===== src/hdl/stl_pkg.sv =====
// ----------------------------------------------------------------------------
// Source text lexer package
// Token and scan mode codes, character codes, the token record and the
// character classification helpers shared by the lexer modules.
// ----------------------------------------------------------------------------
package stl_pkg;

  typedef enum logic [4:0] {
    K_SEMI       = 5'd0,
    K_EOF        = 5'd1,
    K_LBRACE     = 5'd2,
    K_RBRACE     = 5'd3,
    K_LPAREN     = 5'd4,
    K_RPAREN     = 5'd5,
    K_PLUSPLUS   = 5'd6,
    K_PLUSEQ     = 5'd7,
    K_PLUS       = 5'd8,
    K_ARROW      = 5'd9,
    K_MINUSMINUS = 5'd10,
    K_MINUSEQ    = 5'd11,
    K_MINUS      = 5'd12,
    K_IDENT      = 5'd13,
    K_FUNCTION   = 5'd14,
    K_RETURN     = 5'd15,
    K_INT        = 5'd16,
    K_FLOAT      = 5'd17,
    K_UNKNOWN    = 5'd18
  } token_kind_t;

  typedef enum logic [3:0] {
    M_IDLE,
    M_IDENT,
    M_INT,
    M_INT_DOT,
    M_FLOAT,
    M_PLUS,
    M_MINUS,
    M_SLASH,
    M_LINE_CMT,
    M_BLOCK_CMT,
    M_BLOCK_STAR
  } scan_mode_t;

  // One token as it leaves the block, fields already clipped to 16 bits.
  typedef struct packed {
    token_kind_t kind;
    logic [15:0] line;
    logic [15:0] col;
    logic [15:0] len;
  } tok_t;

  localparam int unsigned TOK_SLOTS = 3;

  localparam logic [7:0] CH_NUL    = 8'h00;
  localparam logic [7:0] CH_TAB    = 8'h09;
  localparam logic [7:0] CH_LF     = 8'h0A;
  localparam logic [7:0] CH_CR     = 8'h0D;
  localparam logic [7:0] CH_SPACE  = 8'h20;
  localparam logic [7:0] CH_LPAREN = 8'h28;
  localparam logic [7:0] CH_RPAREN = 8'h29;
  localparam logic [7:0] CH_STAR   = 8'h2A;
  localparam logic [7:0] CH_PLUS   = 8'h2B;
  localparam logic [7:0] CH_MINUS  = 8'h2D;
  localparam logic [7:0] CH_DOT    = 8'h2E;
  localparam logic [7:0] CH_SLASH  = 8'h2F;
  localparam logic [7:0] CH_SEMI   = 8'h3B;
  localparam logic [7:0] CH_EQUAL  = 8'h3D;
  localparam logic [7:0] CH_GT     = 8'h3E;
  localparam logic [7:0] CH_UNDER  = 8'h5F;
  localparam logic [7:0] CH_LBRACE = 8'h7B;
  localparam logic [7:0] CH_RBRACE = 8'h7D;
  localparam logic [7:0] CH_LOW_F  = 8'h66;
  localparam logic [7:0] CH_LOW_R  = 8'h72;

  function automatic logic is_word_start(input logic [7:0] c);
    return (c >= 8'h61 && c <= 8'h7A) || (c >= 8'h41 && c <= 8'h5A) ||
           (c == CH_UNDER);
  endfunction

  function automatic logic is_dec_char(input logic [7:0] c);
    return (c >= 8'h30 && c <= 8'h39);
  endfunction

  // Letters of the keyword "function" by position.
  function automatic logic [7:0] kw_fn_char(input logic [2:0] idx);
    logic [7:0] r;
    case (idx)
      3'd0:    r = 8'h66;
      3'd1:    r = 8'h75;
      3'd2:    r = 8'h6E;
      3'd3:    r = 8'h63;
      3'd4:    r = 8'h74;
      3'd5:    r = 8'h69;
      3'd6:    r = 8'h6F;
      default: r = 8'h6E;
    endcase
    return r;
  endfunction

  // Letters of the keyword "return" by position; past its end nothing matches.
  function automatic logic [7:0] kw_ret_char(input logic [2:0] idx);
    logic [7:0] r;
    case (idx)
      3'd0:    r = 8'h72;
      3'd1:    r = 8'h65;
      3'd2:    r = 8'h74;
      3'd3:    r = 8'h75;
      3'd4:    r = 8'h72;
      3'd5:    r = 8'h6E;
      default: r = CH_NUL;
    endcase
    return r;
  endfunction

endpackage


===== src/hdl/stl_burst.sv =====
// ----------------------------------------------------------------------------
// Lexer result burst register
// Holds the up to three tokens that one character produces and hands them
// out one per transfer, flagging the last one of the group.
// ----------------------------------------------------------------------------
module stl_burst (
  input  logic                          clk,
  input  logic                          rst,
  input  logic                          load,
  input  stl_pkg::tok_t                 toks [stl_pkg::TOK_SLOTS],
  input  logic [1:0]                    num,
  output logic                          free,
  output logic                          out_valid,
  input  logic                          out_ready,
  output stl_pkg::tok_t                 cur,
  output logic                          last
);
  import stl_pkg::*;

  tok_t       slots [TOK_SLOTS];
  logic [1:0] count;
  logic [1:0] idx;
  logic       take;

  assign out_valid = (count != 2'd0);
  assign cur       = slots[idx];
  assign last      = out_valid && (idx == count - 2'd1);
  assign take      = out_valid && out_ready;
  // A new group may come in when nothing waits or the final token leaves now.
  assign free      = !out_valid || (take && last);

  always_ff @(posedge clk) begin
    if (rst) begin
      count <= 2'd0;
      idx   <= 2'd0;
    end else if (load) begin
      count <= num;
      idx   <= 2'd0;
    end else if (take) begin
      if (last) begin
        count <= 2'd0;
        idx   <= 2'd0;
      end else begin
        idx <= idx + 2'd1;
      end
    end
  end

  always_ff @(posedge clk) begin
    if (load) begin
      slots <= toks;
    end
  end

endmodule


===== src/hdl/source_text_lexer_unit.sv =====
// ----------------------------------------------------------------------------
// Source text lexer
// Streaming tokenizer: one source byte per transfer in, tokens out.
// ----------------------------------------------------------------------------
// Path: the first token of a character passes the input register, then the
// burst register at the output.
// Throughput: one character per cycle while each character yields at most one
// token and the output side accepts it; a character that yields more tokens
// holds the input until the burst register has handed out all of them.
// Reset: synchronous, active high; scanner returns to idle, line and column 1.
// ----------------------------------------------------------------------------
module source_text_lexer_unit #(
  parameter int unsigned LINE_BITS   = 16,
  parameter int unsigned COLUMN_BITS = 16,
  parameter int unsigned LENGTH_BITS = 16
) (
  input  logic                       clk,
  input  logic                       rst,
  input  logic                       in_valid,
  output logic                       in_ready,
  input  logic [7:0]                 ch,
  output logic                       out_valid,
  input  logic                       out_ready,
  output stl_pkg::token_kind_t       token_kind,
  output logic [15:0]                start_line,
  output logic [15:0]                start_column,
  output logic [15:0]                token_length,
  output logic                       last_of_run
);
  import stl_pkg::*;

  localparam logic [LINE_BITS-1:0]   LINE_MAX = '1;
  localparam logic [COLUMN_BITS-1:0] COL_MAX  = '1;
  localparam logic [LENGTH_BITS-1:0] LEN_MAX  = '1;

  // Clips a counter value, zero-extended to 32 bits, to the 16-bit outputs.
  function automatic logic [15:0] clip16(input logic [31:0] v);
    return (|v[31:16]) ? 16'hFFFF : v[15:0];
  endfunction

  function automatic tok_t mk_tok(input token_kind_t k, input logic [31:0] l,
                                  input logic [31:0] c, input logic [31:0] n);
    tok_t t;
    t.kind = k;
    t.line = clip16(l);
    t.col  = clip16(c);
    t.len  = clip16(n);
    return t;
  endfunction

  // --------------------------------------------------------------------------
  // Input register. The character waits here until the burst register below
  // can take every token it produces; the next character is taken in the same
  // cycle as the stored one is consumed, so a stall on the output side still
  // lets one more character in.
  // --------------------------------------------------------------------------
  logic [7:0] ch_q;
  logic       in_full;
  logic       burst_free;
  logic       consume;

  assign consume  = in_full && burst_free;
  assign in_ready = !in_full || consume;

  always_ff @(posedge clk) begin
    if (rst) begin
      in_full <= 1'b0;
    end else if (in_valid && in_ready) begin
      in_full <= 1'b1;
    end else if (consume) begin
      in_full <= 1'b0;
    end
  end

  always_ff @(posedge clk) begin
    if (in_valid && in_ready) begin
      ch_q <= ch;
    end
  end

  // --------------------------------------------------------------------------
  // Scanner state. The keyword check keeps two running match flags instead of
  // the identifier's leading bytes: each flag stays set while the letters seen
  // so far agree with "function" or "return" at the same positions.
  // --------------------------------------------------------------------------
  scan_mode_t             mode, mode_next;
  logic [LINE_BITS-1:0]   cur_line, cur_line_next;
  logic [COLUMN_BITS-1:0] cur_col, cur_col_next;
  logic [LINE_BITS-1:0]   tok_line, tok_line_next;
  logic [COLUMN_BITS-1:0] tok_col, tok_col_next;
  logic [LENGTH_BITS-1:0] tok_cnt, tok_cnt_next;
  logic                   fn_ok, fn_ok_next;
  logic                   ret_ok, ret_ok_next;

  // Tokens that close a pending token (a, and b only for digits, dot,
  // non-digit) and the token of the character lexed from idle.
  tok_t       pend_a, pend_b, idle_tok;
  logic       a_v, b_v, idle_v;
  logic       again, was_reset;
  logic [32:0] dot_sum;
  logic [COLUMN_BITS-1:0] dot_col;
  tok_t       toks [TOK_SLOTS];
  logic [1:0] num;

  assign dot_sum = 33'(tok_col) + 33'(tok_cnt);
  assign dot_col = (dot_sum > 33'(COL_MAX)) ? COL_MAX : dot_sum[COLUMN_BITS-1:0];

  always_comb begin
    mode_next     = mode;
    cur_line_next = cur_line;
    cur_col_next  = cur_col;
    tok_line_next = tok_line;
    tok_col_next  = tok_col;
    tok_cnt_next  = tok_cnt;
    fn_ok_next    = fn_ok;
    ret_ok_next   = ret_ok;
    pend_a        = mk_tok(K_UNKNOWN, 32'(tok_line), 32'(tok_col), 32'(tok_cnt));
    pend_b        = mk_tok(K_UNKNOWN, 32'(tok_line), 32'(dot_col), 32'd1);
    idle_tok      = mk_tok(K_UNKNOWN, 32'(cur_line), 32'(cur_col), 32'd1);
    a_v           = 1'b0;
    b_v           = 1'b0;
    idle_v        = 1'b0;
    again         = 1'b0;
    was_reset     = 1'b0;

    // Continue or close the token in progress.
    case (mode)
      M_IDENT: begin
        if (is_word_start(ch_q) || is_dec_char(ch_q)) begin
          if (tok_cnt < LENGTH_BITS'(8)) begin
            fn_ok_next  = fn_ok && (ch_q == kw_fn_char(tok_cnt[2:0]));
            ret_ok_next = ret_ok && (ch_q == kw_ret_char(tok_cnt[2:0]));
          end
          tok_cnt_next = (tok_cnt == LEN_MAX) ? tok_cnt : tok_cnt + 1'b1;
        end else begin
          a_v = 1'b1;
          if (tok_cnt == LENGTH_BITS'(8) && fn_ok) begin
            pend_a.kind = K_FUNCTION;
          end else if (tok_cnt == LENGTH_BITS'(6) && ret_ok) begin
            pend_a.kind = K_RETURN;
          end else begin
            pend_a.kind = K_IDENT;
          end
          again = 1'b1;
        end
      end
      M_INT: begin
        if (is_dec_char(ch_q)) begin
          tok_cnt_next = (tok_cnt == LEN_MAX) ? tok_cnt : tok_cnt + 1'b1;
        end else if (ch_q == CH_DOT) begin
          mode_next = M_INT_DOT;
        end else begin
          a_v         = 1'b1;
          pend_a.kind = K_INT;
          again       = 1'b1;
        end
      end
      M_INT_DOT: begin
        if (is_dec_char(ch_q)) begin
          tok_cnt_next = (tok_cnt >= LEN_MAX - 1'b1) ? LEN_MAX : tok_cnt + 2'd2;
          mode_next    = M_FLOAT;
        end else begin
          // Integer, then the dangling dot as an unknown token of its own.
          a_v         = 1'b1;
          pend_a.kind = K_INT;
          b_v         = 1'b1;
          again       = 1'b1;
        end
      end
      M_FLOAT: begin
        if (is_dec_char(ch_q)) begin
          tok_cnt_next = (tok_cnt == LEN_MAX) ? tok_cnt : tok_cnt + 1'b1;
        end else begin
          a_v         = 1'b1;
          pend_a.kind = K_FLOAT;
          again       = 1'b1;
        end
      end
      M_PLUS: begin
        mode_next = M_IDLE;
        a_v       = 1'b1;
        pend_a    = mk_tok(K_PLUSPLUS, 32'(tok_line), 32'(tok_col), 32'd2);
        if (ch_q == CH_PLUS) begin
          pend_a.kind = K_PLUSPLUS;
        end else if (ch_q == CH_EQUAL) begin
          pend_a.kind = K_PLUSEQ;
        end else begin
          pend_a = mk_tok(K_PLUS, 32'(tok_line), 32'(tok_col), 32'd1);
          again  = 1'b1;
        end
      end
      M_MINUS: begin
        mode_next = M_IDLE;
        a_v       = 1'b1;
        pend_a    = mk_tok(K_ARROW, 32'(tok_line), 32'(tok_col), 32'd2);
        if (ch_q == CH_GT) begin
          pend_a.kind = K_ARROW;
        end else if (ch_q == CH_MINUS) begin
          pend_a.kind = K_MINUSMINUS;
        end else if (ch_q == CH_EQUAL) begin
          pend_a.kind = K_MINUSEQ;
        end else begin
          pend_a = mk_tok(K_MINUS, 32'(tok_line), 32'(tok_col), 32'd1);
          again  = 1'b1;
        end
      end
      M_SLASH: begin
        if (ch_q == CH_SLASH) begin
          mode_next = M_LINE_CMT;
        end else if (ch_q == CH_STAR) begin
          mode_next = M_BLOCK_CMT;
        end else begin
          // A lone slash is an unknown token of length one.
          a_v    = 1'b1;
          pend_a = mk_tok(K_UNKNOWN, 32'(tok_line), 32'(tok_col), 32'd1);
          again  = 1'b1;
        end
      end
      M_LINE_CMT: begin
        again = (ch_q == CH_LF) || (ch_q == CH_NUL);
      end
      M_BLOCK_CMT: begin
        if (ch_q == CH_STAR) begin
          mode_next = M_BLOCK_STAR;
        end else if (ch_q == CH_NUL) begin
          again = 1'b1;
        end
      end
      M_BLOCK_STAR: begin
        if (ch_q == CH_SLASH) begin
          mode_next = M_IDLE;
        end else if (ch_q == CH_NUL) begin
          again = 1'b1;
        end else if (ch_q != CH_STAR) begin
          mode_next = M_BLOCK_CMT;
        end
      end
      default: begin
        again = 1'b1;
      end
    endcase

    // Lex the character afresh from idle when the previous token is done.
    if (again) begin
      mode_next = M_IDLE;
      case (ch_q) inside
        CH_NUL: begin
          // End of text: emit eof and return everything to its reset state.
          idle_v        = 1'b1;
          idle_tok.kind = K_EOF;
          was_reset     = 1'b1;
          cur_line_next = LINE_BITS'(1);
          cur_col_next  = COLUMN_BITS'(1);
          tok_line_next = '0;
          tok_col_next  = '0;
          tok_cnt_next  = '0;
          fn_ok_next    = 1'b0;
          ret_ok_next   = 1'b0;
        end
        CH_SPACE, CH_TAB, CH_CR, CH_LF: begin
        end
        CH_SEMI: begin
          idle_v        = 1'b1;
          idle_tok.kind = K_SEMI;
        end
        CH_LBRACE: begin
          idle_v        = 1'b1;
          idle_tok.kind = K_LBRACE;
        end
        CH_RBRACE: begin
          idle_v        = 1'b1;
          idle_tok.kind = K_RBRACE;
        end
        CH_LPAREN: begin
          idle_v        = 1'b1;
          idle_tok.kind = K_LPAREN;
        end
        CH_RPAREN: begin
          idle_v        = 1'b1;
          idle_tok.kind = K_RPAREN;
        end
        CH_PLUS, CH_MINUS, CH_SLASH: begin
          mode_next     = (ch_q == CH_PLUS)  ? M_PLUS :
                          (ch_q == CH_MINUS) ? M_MINUS : M_SLASH;
          tok_line_next = cur_line;
          tok_col_next  = cur_col;
          tok_cnt_next  = LENGTH_BITS'(1);
        end
        default: begin
          if (is_word_start(ch_q) || is_dec_char(ch_q)) begin
            mode_next     = is_word_start(ch_q) ? M_IDENT : M_INT;
            tok_line_next = cur_line;
            tok_col_next  = cur_col;
            tok_cnt_next  = LENGTH_BITS'(1);
            fn_ok_next    = (ch_q == CH_LOW_F);
            ret_ok_next   = (ch_q == CH_LOW_R);
          end else begin
            idle_v = 1'b1;
          end
        end
      endcase
    end

    // Position tracking for every character but the end-of-text byte.
    if (!was_reset) begin
      if (ch_q == CH_LF) begin
        cur_line_next = (cur_line == LINE_MAX) ? cur_line : cur_line + 1'b1;
        cur_col_next  = COLUMN_BITS'(1);
      end else begin
        cur_col_next = (cur_col == COL_MAX) ? cur_col : cur_col + 1'b1;
      end
    end
  end

  // Pack the produced tokens in order into the three result slots.
  always_comb begin
    toks[0] = idle_tok;
    toks[1] = idle_tok;
    toks[2] = idle_tok;
    if (a_v && b_v) begin
      toks[0] = pend_a;
      toks[1] = pend_b;
      num     = idle_v ? 2'd3 : 2'd2;
    end else if (a_v) begin
      toks[0] = pend_a;
      num     = idle_v ? 2'd2 : 2'd1;
    end else begin
      num = idle_v ? 2'd1 : 2'd0;
    end
  end

  always_ff @(posedge clk) begin
    if (rst) begin
      mode     <= M_IDLE;
      cur_line <= LINE_BITS'(1);
      cur_col  <= COLUMN_BITS'(1);
      tok_line <= '0;
      tok_col  <= '0;
      tok_cnt  <= '0;
      fn_ok    <= 1'b0;
      ret_ok   <= 1'b0;
    end else if (consume) begin
      mode     <= mode_next;
      cur_line <= cur_line_next;
      cur_col  <= cur_col_next;
      tok_line <= tok_line_next;
      tok_col  <= tok_col_next;
      tok_cnt  <= tok_cnt_next;
      fn_ok    <= fn_ok_next;
      ret_ok   <= ret_ok_next;
    end
  end

  // --------------------------------------------------------------------------
  // Output side: the burst register takes the whole group of tokens at once
  // and presents them one transfer at a time.
  // --------------------------------------------------------------------------
  tok_t cur_tok;

  stl_burst u_burst (
    .clk       (clk),
    .rst       (rst),
    .load      (consume),
    .toks      (toks),
    .num       (num),
    .free      (burst_free),
    .out_valid (out_valid),
    .out_ready (out_ready),
    .cur       (cur_tok),
    .last      (last_of_run)
  );

  assign token_kind   = cur_tok.kind;
  assign start_line   = cur_tok.line;
  assign start_column = cur_tok.col;
  assign token_length = cur_tok.len;

endmodule

===== config.mk =====
export PLATFORM = sky130hd
export DESIGN_NAME = source_text_lexer_unit
export DESIGN_NICKNAME = d
export VERILOG_FILES = /design/src/hdl/stl_pkg.sv /design/src/hdl/stl_burst.sv /design/src/hdl/source_text_lexer_unit.sv
export SDC_FILE = /design/constraint.sdc
export NUM_CORES = 1
export LEC_CHECK = 0
export BUFFER_PORTS_ARGS = -buffer_cell sky130_fd_sc_hd__buf_4
export CAP_MARGIN = 20
export CORE_MARGIN = 4
export CORE_UTILIZATION = 60
export DETAILED_ROUTE_END_ITERATION = 6
export GPL_ROUTABILITY_DRIVEN = 0
export GPL_TIMING_DRIVEN = 0
export PLACE_DENSITY = 0.85
export SYNTH_ARGS = -nofsm -noshare
export SYNTH_HDL_FRONTEND = slang
export SYNTH_HIERARCHICAL = 1
export SYNTH_SLANG_ARGS = --single-unit
export TNS_END_PERCENT = 20

===== constraint.sdc =====
create_clock -name clk -period 13.15 [get_ports clk]
set_input_delay 1.315 -clock clk [delete_from_list [all_inputs] [get_ports clk]]
set_output_delay 1.315 -clock clk [all_outputs]
set_load 0.01 [all_outputs]

[Word-level counts from Yosys, hierarchy flattened]
Cells that the tools add are included.
W data, S select, Z words.
Cells by class
  bitwise gates (word level): 1
  magnitude comparators: 10
  multipliers: 0
  add/subtract/negate cells: 7
  shifts and indexed selects: 0
  mux-type cells: 173
  div/mod/pow operators: 0
  reduce and logical (&&, ||, !) cells: 41
  equal/unequal tests: 61
Operators by type and width (number)
  $mux W16: 46
  $mux W53: 4
  $bmux W53 S2: 1
  $pmux W16 S3: 2
  $eq A8 B6 Y1 const B: 11
  $mux W1: 55
  $mux W5: 10
  $add A16 B1 Y16 const B: 3
  $eq A16 B16 Y1 const B: 3
  $mux W4: 12
  $mux W48: 1
  $mux W8: 6
  $eq A8 B7 Y1 const B: 5
  $mux W2: 20
  $pmux W5 S7: 1
  $pmux W7 S5: 1
  $mux W3: 10
  $pmux W5 S6: 1
  $eq A8 B4 Y1 const B: 3
  $pmux W4 S6: 1
  $ne A3 B3 Y1 const B: 6
  $reduce_and A9 Y1: 2
  $add A16 B16 Y17: 1
  $gt A17 B16 Y1 const B: 1
  41 further kinds: 87
Word-level totals
  input bits: 12
  bits in registers: 242
  word-level logic and storage cells: 316
  memory bits (read-only): 0
  memories: 0
  bits in writable memories: 0
  latch bits: 0
  output and inout bits: 56

[Longest topological paths before layout]
Gate-level depths: netlist (run 1).
  depth after elaboration: 22
  gate-level depth with buffers: 14
  mapped depth without buffers: 13

[Modules after synthesis]
The synthesis (run 1) kept the hierarchy.
By module, submodules not included
  source_text_lexer_unit: seq. area each 1981.9 µm², cells an instance 1104, area each 7978.9 µm², times used 1
  stl_burst: seq. area each 4854.7 µm², cells an instance 368, area each 6169.7 µm², times used 1

[Worst setup path before layout (run 1)]
Ideal clock, no wire load.
  path kind: in2reg
  start point: input port out_ready
  end point: register tok_cnt[3]
  stages: 7
  setup time: 0.059 ns
  data arrival time: 7.339 ns
  required time: 13.091 ns
  setup slack: 5.753 ns
  path buffers: 1
  cell sequence: a21o_1 > nand2_1 > inv_1 > clkbuf_1 > o21ai_0 > a21oi_1 > o211a_1
On the way
  longest elaborated chain between the ends: 4
RTL lines
  start, declared: RTL line source_text_lexer_unit.sv:23  | input logic out_ready,
  $logic_and A1 B1 Y1: RTL line stl_burst.sv:28  | assign take = out_valid && out_ready;
  $logic_and A1 B1 Y1: RTL line stl_burst.sv:30  | assign free = !out_valid || (take && last);
  $logic_or A1 B1 Y1: RTL line stl_burst.sv:30
  $logic_and A1 B1 Y1: RTL line source_text_lexer_unit.sv:62  | assign consume = in_full && burst_free;
  named net consume: RTL line source_text_lexer_unit.sv:60  | logic consume;
  end signal, assigned: RTL line source_text_lexer_unit.sv:348  | tok_cnt <= tok_cnt_next;
  end, declared: RTL line source_text_lexer_unit.sv:91  | logic [LENGTH_BITS-1:0] tok_cnt, tok_cnt_next;
The timed path passes the listed nets, and every way through them passes these cells.
A chain may end at the register's enable or synchronous reset.

[Final worst setup path (run 1)]
  start point: register ch_q[1]
  end point: register u_burst.count[0]
On the way
  longest elaborated chain between the ends: 19
  elaborated cells between the ends (all ways): 65
  those cells by class: order compare: 6; eq/ne: 17; mux: 31; reduce/logical: 11
RTL lines
  start, declared: RTL line source_text_lexer_unit.sv:57  | logic [7:0] ch_q;
  start signal, assigned: RTL line source_text_lexer_unit.sv:77  | ch_q <= ch;
  $ge A8 B7 Y1 or $le A8 B7 Y1 (tied branches): RTL line stl_pkg.sv:76  | return (c >= 8'h61 && c <= 8'h7A) || (c >= 8'h41 && c <= 8'h5A) ||
  $logic_and A1 B1 Y1: RTL line stl_pkg.sv:76
  $logic_or A1 B1 Y1 (2 in series): RTL line stl_pkg.sv:76
  $logic_or A1 B1 Y1: RTL line source_text_lexer_unit.sv:129, source_text_lexer_unit.sv:290
  $mux W1: RTL line source_text_lexer_unit.sv:129, source_text_lexer_unit.sv:290
  $mux W1 (8 in series): RTL line source_text_lexer_unit.sv:246  | case (ch_q) inside
  $mux W1: RTL line source_text_lexer_unit.sv:244  | if (again) begin
  $mux W1 or $mux W2 (tied branches): RTL line source_text_lexer_unit.sv:323, source_text_lexer_unit.sv:328, source_text_lexer_unit.sv:326
  $mux W2: RTL line source_text_lexer_unit.sv:324  | end else if (a_v) begin
  $mux W2 (*): RTL line source_text_lexer_unit.sv:320  | if (a_v && b_v) begin
  named net num[0]: RTL line source_text_lexer_unit.sv:103  | logic [1:0] num;
  $mux W2 (*): RTL line stl_burst.sv:36  | end else if (load) begin
  end signal, assigned: RTL line stl_burst.sv:37  | count <= num;
  end, declared: RTL line stl_burst.sv:21  | logic [1:0] count;
Mark *: on every way through the listed nets, which the timed path passes. The rest lies on a longest branch.

==> impl_metrics.json, run 1 <==
{
  "status": "complete, but fails checks",
  "violations": "design-rule violations",
  "synth_most_common_cell": "nand2_1",
  "power_frac_seq_pct": 43.1,
  "clockBufferDepth": 3,
  "synth_commonest_cells": "200 x nand2_1, 167 x edfxtp_1, 102 x a21oi_1",
  "crit_slowest_cell": "a222oi_1",
  "critPathMaxFanout": 10,
  "hold_viol": 0,
  "p_clk_share_pct": 35.3,
  "overflow": 0,
  "p_comb_share_pct": 21.6,
  "r2r-start": "ch_q[1]",
  "min_from": "cur_col[7]",
  "crit_type": "flop to flop",
  "drv_slew": 0,
  "port-buffer-count": 67,
  "arrival_ps": 4260,
  "worstPathCellList": "clkbuf_1, buf_2, nand4b_1, or2_2, a222oi_1, nand4b_1, nor2_1, buf_2, nor3_1, ha_1, mux2_2, nand2_1, a21oi_1",
  "finalCritPeriodShare_pct": 29.1,
  "track_usage_pct": 28.4,
  "die_w_um": 162,
  "use_met2_pct": 45.6,
  "nNetsFinal": 1646,
  "core_area_um2": 22900,
  "drtIter0Drc": 1738,
  "ios": 68,
  "use_met3_pct": 4.64,
  "ys_seq_area_share_pct": 48.3,
  "hold_depth": 0,
  "antennaDiodeCount": 0,
  "min_period_ps": 3830,
  "ys_warn_count": 6,
  "cts_buffers": 28,
  "syn_to_final_growth_pct": 14.3,
  "clk_pin_slew_ps": 60,
  "cap_violations": 0,
  "rows": 55,
  "skew_ps": 13.1,
  "reg2reg_depth": 13,
  "n_fill_cell": 1686,
  "p_int_mw": 1.58,
  "htreeDepth": 1,
  "ys.flop_type": "edfxtp_1",
  "fmax_mhz": 261,
  "placed_area_um2": 15200,
  "setup_tns_ps": 0,
  "root_buffer": "clkbuf_16",
  "critPathLaunch": "ch_q[1]",
  "synthArstFlopShare_pct": 0,
  "synth_top_cell_area_share_pct": 35.4,
  "crit_buf_inv": 3,
  "drive_gt1_share_pct": 12.4,
  "multi_input_area_um2": 6800,
  "grt_max_degree": 68,
  "synth.avg_cell_area_um2": 9.61,
  "cts_sinks": 258,
  "hold_path.class": "flop to flop",
  "globalRoute.busiestLayer": "met2",
  "routed_via_density": 6.41,
  "cp_top_family": "simple AND/OR/NAND/NOR gates",
  "finalSetupViolCount": 0,
  "clk_latency_ps": 550,
  "final_cell_area_um2": 16200,
  "synth.distinct_cells": 90,
  "grt_pass1_wl_mm": 61.3,
  "cp-start-kind": "flop",
  "ir_drop_mv": 0.132,
  "sw_frac_of_total_pct": 29.3,
  "dp_hpwl_mm": 26.5,
  "final_util_pct": 70.5,
  "dr.pass1.iters": 7,
  "dieArea_um2": 26100,
  "wl_per_cell_um": 19.7,
  "p_leak_nw": 5.62,
  "worstMarginPinSlew_ps": 1100,
  "rsz0062_at_grt": "no",
  "synth.area.top_cells": "edfxtp_1 35%, dfxtp_1 13%, nand2_1 5.3%",
  "antenna_found_initial": 0,
  "slowest_delay_ps": 550,
  "start_util_pct": 61.7,
  "relSlewSlack_pct": 25.7,
  "required_ps": 13580,
  "synth-seq-cells": 258,
  "cts_resized": 0,
  "postCtsSetupRepairBufs": 0,
  "netlist.top_cell.by_area": "edfxtp_1",
  "ctsHoldBuffers": 0,
  "routed_wl_mm": 38.2,
  "vias": 12400,
  "ant_nets": 0,
  "cts_tree": "yes",
  "die_h_um": 162,
  "synthCells": 1472,
  "drcViolationCount": 6,
  "p_per_area_nw_per_um2": 138,
  "cp.depth": 13,
  "grt_use_met1_pct": 38.7,
  "end_kind": "flop",
  "grt_pass1_vias": 11900,
  "synth-edff-count": 167,
  "seqCellArea_um2": 6840,
  "switching_power_mw": 0.653,
  "netlist_area_um2": 14100
}
-- area by class of cell --
cell class / count / area share (%)
clock buffer: 40 / 4.98
clock inverter: 12 / 0.774
multi-input combinational: 1106 / 42.1
sequential: 258 / 42.3
inverter: 33 / 0.766
tap: 313 / 2.42
buffer: 107 / 3.16
timing repair buffer: 71 / 3.53
-- stage by stage --
stage	hold WS, ps	setup slack (ps)	power, mW	std cells
final	433	9320	2.23	1940
after global routing	444	9080	2.31	1940
after CTS	433	9390	2.22	1939
after detailed placement	421	9250	1.44	1887
after global placement	414	3130	1.44	1884
after floorplan	406	5750	1.29	1504
-- worst paths after layout --
check,slack [ps],endpoint
max,9320,u_burst/count[0]
min,430,u_burst/slots[23]
max reg2reg,9320,u_burst/count[0]
min reg2reg,430,u_burst/slots[23]
-- power by group through the flow --
stage	clock [mW]	combinational, mW	sequential, mW
2_1_floorplan	0	0.309	0.983
6_report	0.787	0.483	0.960
5_1_grt	0.829	0.518	0.964
3_3_place_gp	0	0.452	0.992
4_1_cts	0.791	0.471	0.959
3_5_place_dp	0	0.468	0.976
-- cells by family (layout without fill, tap and decap cells) --
logic type,after synthesis,after routing,synth area share (%)
mux,89,89,6.60
compound gates,384,384,17.2
xor+xnor,31,31,1.97
other cells,2,34,0.0531
fa+ha+maj,29,29,2.62
buf+inv,140,263,4.46
flops,258,258,48.3
simple gates,539,539,18.8
-- per-layer routing --
| layer | vias up | part of all wire (%) |
|---|---|---|
| li1 | 5685 | - |
| met1 | 5853 | 40 |
| met2 | 741 | 45 |
| met3 | 157 | 10 |
| met4 | 0 | 4.3 |
| met5 | - | 0 |
-- layout by cell type, fill, tap and decap left out, types with 18 or more instances in the layout --
| master | n |
|---|---|
| conb_1 | 34 |
| nor2_1 | 94 |
| mux2i_1 | 55 |
| clkbuf_16 | 28 |
| ha_1 | 28 |
| nor3_1 | 20 |
| mux2_2 | 28 |
| edfxtp_1 | 167 |
| nand4_1 | 19 |
| nand2_1 | 200 |
| dfxtp_1 | 91 |
| a21oi_1 | 102 |
| clkbuf_1 | 71 |
| buf_4 | 71 |
| nand2b_1 | 18 |
| buf_2 | 22 |
| o21ai_0 | 100 |
| nand3_1 | 70 |
| inv_1 | 32 |
| o21ai_1 | 19 |
-- state kept, by name (all words and copies together), names as in the netlist --
name	count
ch_q	8
cur_col	16
cur_line	16
fn_ok	1
in_full	1
mode	4
ret_ok	1
tok_cnt	16
tok_col	16
tok_line	16
u_burst/count	2
u_burst/idx	2
u_burst/slots	159
(Power assumes the default switching activity.)
==> run 2: changes to the inputs <==
ABC_AREA = 1   (was not set)
clock period = 3.9 ns   (was 13.15 ns; I/O delays follow)
==> run 2 against run 1 <==
The run still ends with design-rule violations left. Core utilization shrank 0.98 points. Hold slack worse by 400 ps. Largest cell class unchanged. Synthesized cell count increased by 25%. Clock power rose to 3.1 times the previous value. Clock skew rose by 0.53 ps. Global-route usage increased by 2.3 points. First-iteration DRC count increased by 7.2%. Highest routed layer unchanged. Synthesized area grew 3.1%.
==> impl_metrics.json, run 2 <==
{
  "status": "complete, but fails checks",
  "violations": "design-rule violations",
  "synthAdderAreaFrac_pct": 2.54,
  "synth-seq-cells": 258,
  "clockBufferDepth": 3,
  "grt_pass1_wl_mm": 66.2,
  "r2r-start": "tok_cnt[0]",
  "wl_per_cell_um": 18.3,
  "skew_ps": 13.6,
  "track_usage_pct": 30.7,
  "synth_top_family_by_area": "simple AND/OR/NAND/NOR gates",
  "cp.depth": 9,
  "overflow": 0,
  "routed_via_density": 6.03,
  "min_period_ps": 3310,
  "synth.avg_cell_area_um2": 7.96,
  "drcViolationCount": 13,
  "synth_most_common_cell": "nand2_1",
  "die_w_um": 164,
  "dp_hpwl_mm": 30.5,
  "drive_gt1_share_pct": 11.9,
  "layout_common_cells": "357 x nand2_1, 266 x nor2_1, 213 x nand3_1",
  "synthCells": 1833,
  "routed_wl_mm": 42.1,
  "grt_max_degree": 102,
  "port-buffer-count": 67,
  "netlist_area_um2": 14600,
  "dr.pass1.iters": 7,
  "min_from": "ch[7]",
  "synth_compound_area_share_pct": 12.5,
  "pre_cts_slack_ps": 692,
  "ctsHoldBuffers": 0,
  "drv_slew": 0,
  "cts_resized": 0,
  "die_h_um": 164,
  "layout_commonest_cell": "nand2_1",
  "postCtsSetupRepairBufs": 0,
  "hold_depth": 1,
  "cap_violations": 0,
  "n_fill_cell": 1863,
  "ys_warn_count": 6,
  "finalCritPeriodShare_pct": 84.8,
  "synth_top_cell_area_share_pct": 34.4,
  "ant_nets": 0,
  "relSlewSlack_pct": 42.4,
  "critPathMaxFanout": 10,
  "crit_slowest_cell": "a21oi_1",
  "required_ps": 4130,
  "cts_sinks": 258,
  "cp_top_family": "compound AO/OA/AOI/OAI gates",
  "cts_tree": "yes",
  "rows": 56,
  "hold_viol": 0,
  "clk_latency_ps": 540,
  "regToRegEndpoint": "u_burst/slots[75]",
  "rsz0062_at_grt": "no",
  "start_util_pct": 61.6,
  "core_area_um2": 23700,
  "end_kind": "flop",
  "synthArstFlopShare_pct": 0,
  "synthSimpleGateAreaFrac_pct": 28.7,
  "largest_reg_flops": 159,
  "final_cell_area_um2": 16500,
  "setup_ws_ps": 593,
  "p_per_area_nw_per_um2": 572,
  "synth.area.mux_share_pct": 0,
  "worstPathCellList": "ha_1, fa_1, nand3_1, nand2_1, a31oi_1, o21ai_0, a21oi_1, buf_2, a31oi_1",
  "synth-edff-count": 167,
  "arrival_ps": 3530,
  "antennaDiodeCount": 0,
  "ios": 68,
  "power_mw": 9.42,
  "worstMarginPinSlew_ps": 864,
  "p_leak_nw": 6.37,
  "fmax_mhz": 302,
  "crit_top_cell": "a31oi_1",
  "nNetsFinal": 2003,
  "reg2reg_depth": 9,
  "synth.area.top_cells": "edfxtp_1 34%, dfxtp_1 12%, nand2_1 9.2%",
  "dieArea_um2": 26900,
  "holdPathEnd": "ch_q[7]",
  "regToRegSetupSlack_ps": 590,
  "clk_pin_slew_ps": 60,
  "root_buffer": "clkbuf_16",
  "placed_area_um2": 15600,
  "synth_commonest_cells": "357 x nand2_1, 266 x nor2_1, 213 x nand3_1",
  "vias": 13900,
  "crit_type": "flop to flop",
  "slowest_delay_ps": 510,
  "antenna_found_initial": 0,
  "synth.distinct_cells": 56,
  "crit_buf_inv": 1,
  "ys.flop_type": "edfxtp_1",
  "cp-start-kind": "flop",
  "syn_to_final_growth_pct": 13.0,
  "finalSetupViolCount": 0,
  "cts_buffers": 27,
  "ir_drop_mv": 0.368,
  "synth-xor-area-share_pct": 1.08,
  "htreeDepth": 1,
  "ys_seq_area_share_pct": 46.9,
  "drtIter0Drc": 1864,
  "hold_path.class": "primary input to flop",
  "netlist.top_cell.by_area": "edfxtp_1",
  "regMostFlops": "u_burst/slots",
  "grt_pass1_vias": 13000
}
-- run 2: cell families after synthesis --
kind of cell	after synthesis
AOI/OAI and AO/OA	309
adders and majority gates	29
DFF	258
other	2
and+or+nand+nor	946
xor gates and xnor gates	18
buffers and inverters	271
-- run 2: area by class of cell --
type	instances	area (um2)	share of cell area, %
tap	319	399	2.42
inverter	182	691	4.19
buffer	89	517	3.14
clock buffer	33	708	4.30
timing repair buffer	68	531	3.22
multi-input combinational	1336	6670	40.5
sequential	258	6840	41.5
clock inverter	17	126	0.767
-- run 2: power breakdown --
| group | internal, mW | leakage (nW) | switching, mW |
|---|---|---|---|
| Clock | 1.37 | 0.401 | 1.08 |
| Sequential | 3.38 | 2.31 | 0.175 |
| Combinational | 1.07 | 3.65 | 2.35 |
| Total | 5.81 | 6.37 | 3.60 |
-- run 2: worst max-delay path by stage --
stage / start / to / slack [ps]
after CTS: tok_cnt[0] / u_burst/slots[75] / 680
final: tok_cnt[0] / u_burst/slots[75] / 590
after detailed placement: tok_cnt[0] / u_burst/slots[75] / 690
after global placement: u_burst/count[0] / cur_col[14] / -960
after floorplan: u_burst/count[0] / cur_col[14] / 40
after global routing: tok_cnt[0] / u_burst/slots[75] / 450
-- run 2: layer usage --
layer / global-route usage (%) / share of wire (%)
met5: 0 / 0
met4: 14.5 / 5.3
met3: 5.09 / 12
met2: 49.5 / 45
met1: 40.8 / 38
-- run 2: through the flow --
step                setup TNS (ps)  util [%]  hold slack, ps  instances
floorplan                        0         -             403       1865
detailed placement               0      66.0             414       2252
global route                     0      69.6            23.8       2302
finish                           0      69.6            36.0       2302
CTS                              0      69.6            24.2       2302
global placement           -104860      65.9             410       2251
==> run 3: changes to the inputs <==
CORE_UTILIZATION = 57   (was 60)
clock period = 3 ns   (was 3.9 ns; I/O delays follow)
==> run 3 against run 2 <==
The run still ends with design-rule violations left. First-iteration DRC count rose by 9.5%. Cell area grew 1.7%. Die area is 5.0% higher. Cell count grew 0.87%. Setup slack worse by 500 ps. Flip-flop and latch count unchanged. Clock power rose by 45%. Sequential share of layout area shrank 0.68 points. Total power grew 35%. Global-route usage shrank 1.5 points.
==> impl_metrics.json, run 3 (synthesis gave the netlist of run 2 again) <==
{
  "dieArea_um2": 28200,
  "regMostFlops": "u_burst/slots",
  "cp_top_family": "buffers and inverters",
  "arrival_ps": 3140,
  "cts_tree": "yes",
  "layout_commonest_cell": "nand2_1",
  "layout_common_cells": "355 x nand2_1, 263 x nor2_1, 213 x nand3_1",
  "antenna_found_initial": 0,
  "grt_use_met1_pct": 36.4,
  "drtIter0Drc": 2042,
  "cap_violations": 0,
  "worstPathCellList": "buf_4, inv_2, nor2_1, nand2_1, nand3_1, nand2_2, buf_6, nand2_2, inv_1, buf_2, clkbuf_1, o21ai_0",
  "die_w_um": 168,
  "end_kind": "flop",
  "hold_viol": 0,
  "routed_via_density": 6.05,
  "grt_pass1_vias": 13400,
  "crit_slowest_cell": "clkbuf_1",
  "dr.pass1.iters": 7,
  "clockBufferDepth": 3,
  "wl_per_cell_um": 18.5,
  "rows": 58,
  "track_usage_pct": 29.3,
  "die_h_um": 168,
  "clk_latency_ps": 540,
  "crit_top_cell": "nand2_2",
  "violations": "design-rule violations",
  "root_buffer": "clkbuf_16",
  "globalRoute.busiestLayer": "met2",
  "n_fill_cell": 1944,
  "ant_nets": 0,
  "port-buffer-count": 67,
  "ios": 68,
  "p_per_area_nw_per_um2": 759,
  "use_met2_pct": 48.8,
  "slowest_delay_ps": 570,
  "antennaDiodeCount": 0,
  "pre_cts_slack_ps": -258,
  "drv_slew": 0,
  "relSlewSlack_pct": 39.6,
  "setup_ws_ps": 90.0,
  "min_period_ps": 2910,
  "drive_gt1_share_pct": 12.6,
  "grt_pass1_wl_mm": 67.8,
  "hold_path.class": "primary input to flop",
  "use_met3_pct": 6.15,
  "cts_sinks": 258,
  "worstMarginPinSlew_ps": 895,
  "status": "complete, but fails checks",
  "crit_buf_inv": 6,
  "core_area_um2": 25200,
  "syn_to_final_growth_pct": 14.8,
  "cp-start-kind": "flop",
  "rsz0062_at_grt": "yes",
  "crit_type": "flop to flop",
  "final_util_pct": 66.5,
  "ir_drop_mv": 0.441,
  "required_ps": 3230,
  "clk_pin_slew_ps": 70,
  "start_util_pct": 57.9,
  "routed_wl_mm": 42.9,
  "overflow": 0,
  "skew_ps": 14.6,
  "largest_reg_flops": 159,
  "drcViolationCount": 56,
  "critPathMaxFanout": 10,
  "cts_buffers": 26,
  "finalCritPeriodShare_pct": 97.0,
  "vias": 14000,
  "dp_hpwl_mm": 30.5,
  "htreeDepth": 1,
  "grt_max_degree": 77,
  "p_leak_nw": 6.48,
  "fmax_mhz": 344,
  "finalSetupViolCount": 0,
  "nNetsFinal": 2013
}
-- run 3: cell count changes in the layout (fill, tap and decap cells not counted), moves of 2 or more --
cell | previous run | this run
nor2_2 | 12 | 15
clkbuf_16 | 27 | 29
clkinv_1 | 7 | 2
bufinv_16 | 1 | 5
nor2_1 | 266 | 263
clkbuf_2 | 0 | 2
clkinvlp_4 | 3 | 5
nand2_1 | 357 | 355
dlygate4sd3_1 | 0 | 8
-- run 3: routing by layer --
layer  vias to the layer above  wire length (um)
met5                         -                 0
met4                         0              2380
met3                       218              4670
met2                       925             20000
met1                      6411             15900
li1                       6483                 -
-- run 3: what timing repair did --
item                                    in CTS  in global routing
pin swaps                                    0                  1
endpoints found under the setup margin      32                 46
endpoints found under the hold margin        8                  0
hold buffers                                 8                  0
setup buffers                                0                  1
gates resized for setup                      5                  8
gates cloned                                 1                  1
-- run 3: final cells by class --
type / instances / area [um2] / share of cell area [%]
clock buffers: 35 / 748 / 4.47
flip-flops and latches: 258 / 6840 / 40.8
well taps: 330 / 413 / 2.47
clock inverters: 13 / 200 / 1.20
multi-input cells: 1336 / 6690 / 40.0
repair inverters: 2 / 17.5 / 0.105
inverters: 182 / 702 / 4.19
plain buffers: 89 / 519 / 3.10
repair buffers: 77 / 618 / 3.69
-- run 3: worst paths after layout --
path / start / to / slack [ps] / cells after the start
worst min register to register: cur_line[11] / u_burst/slots[43] / 430 / 0
worst max-delay path: ch_q[3] / u_burst/slots[80] / 90 / 12
worst max register to register: ch_q[3] / u_burst/slots[80] / 90 / 12
worst min-delay path: in_valid / in_full / 30 / 3
-- run 3: where the power goes --
group          leakage, nW  internal (mW)  switching, mW
combinational         3.71           1.41           3.11
sequential            2.31           4.39          0.229
clock                0.451           2.18           1.38
total                 6.48           7.99           4.72
-- run 3: tightest hold or removal path: cells and delay by family --
family / cells / cell delay [ps]
buffers and inverters: 2 / 120
AOI/OAI and AO/OA: 1 / 120
-- run 3: through the flow --
stage               std cells  hold WS, ps  cell area [um2]  power, mW  setup TNS [ps]
floorplan                1865          369            14700       7.49               0
global placement         2262          422            15600       8.86          -44640
detailed placement       2263          415            15700       8.99           -1980
CTS                      2320         18.5            16700       12.6               0
global route             2322         33.9            16700       13.2            -114
finish                   2322         30.4            16700       12.7               0
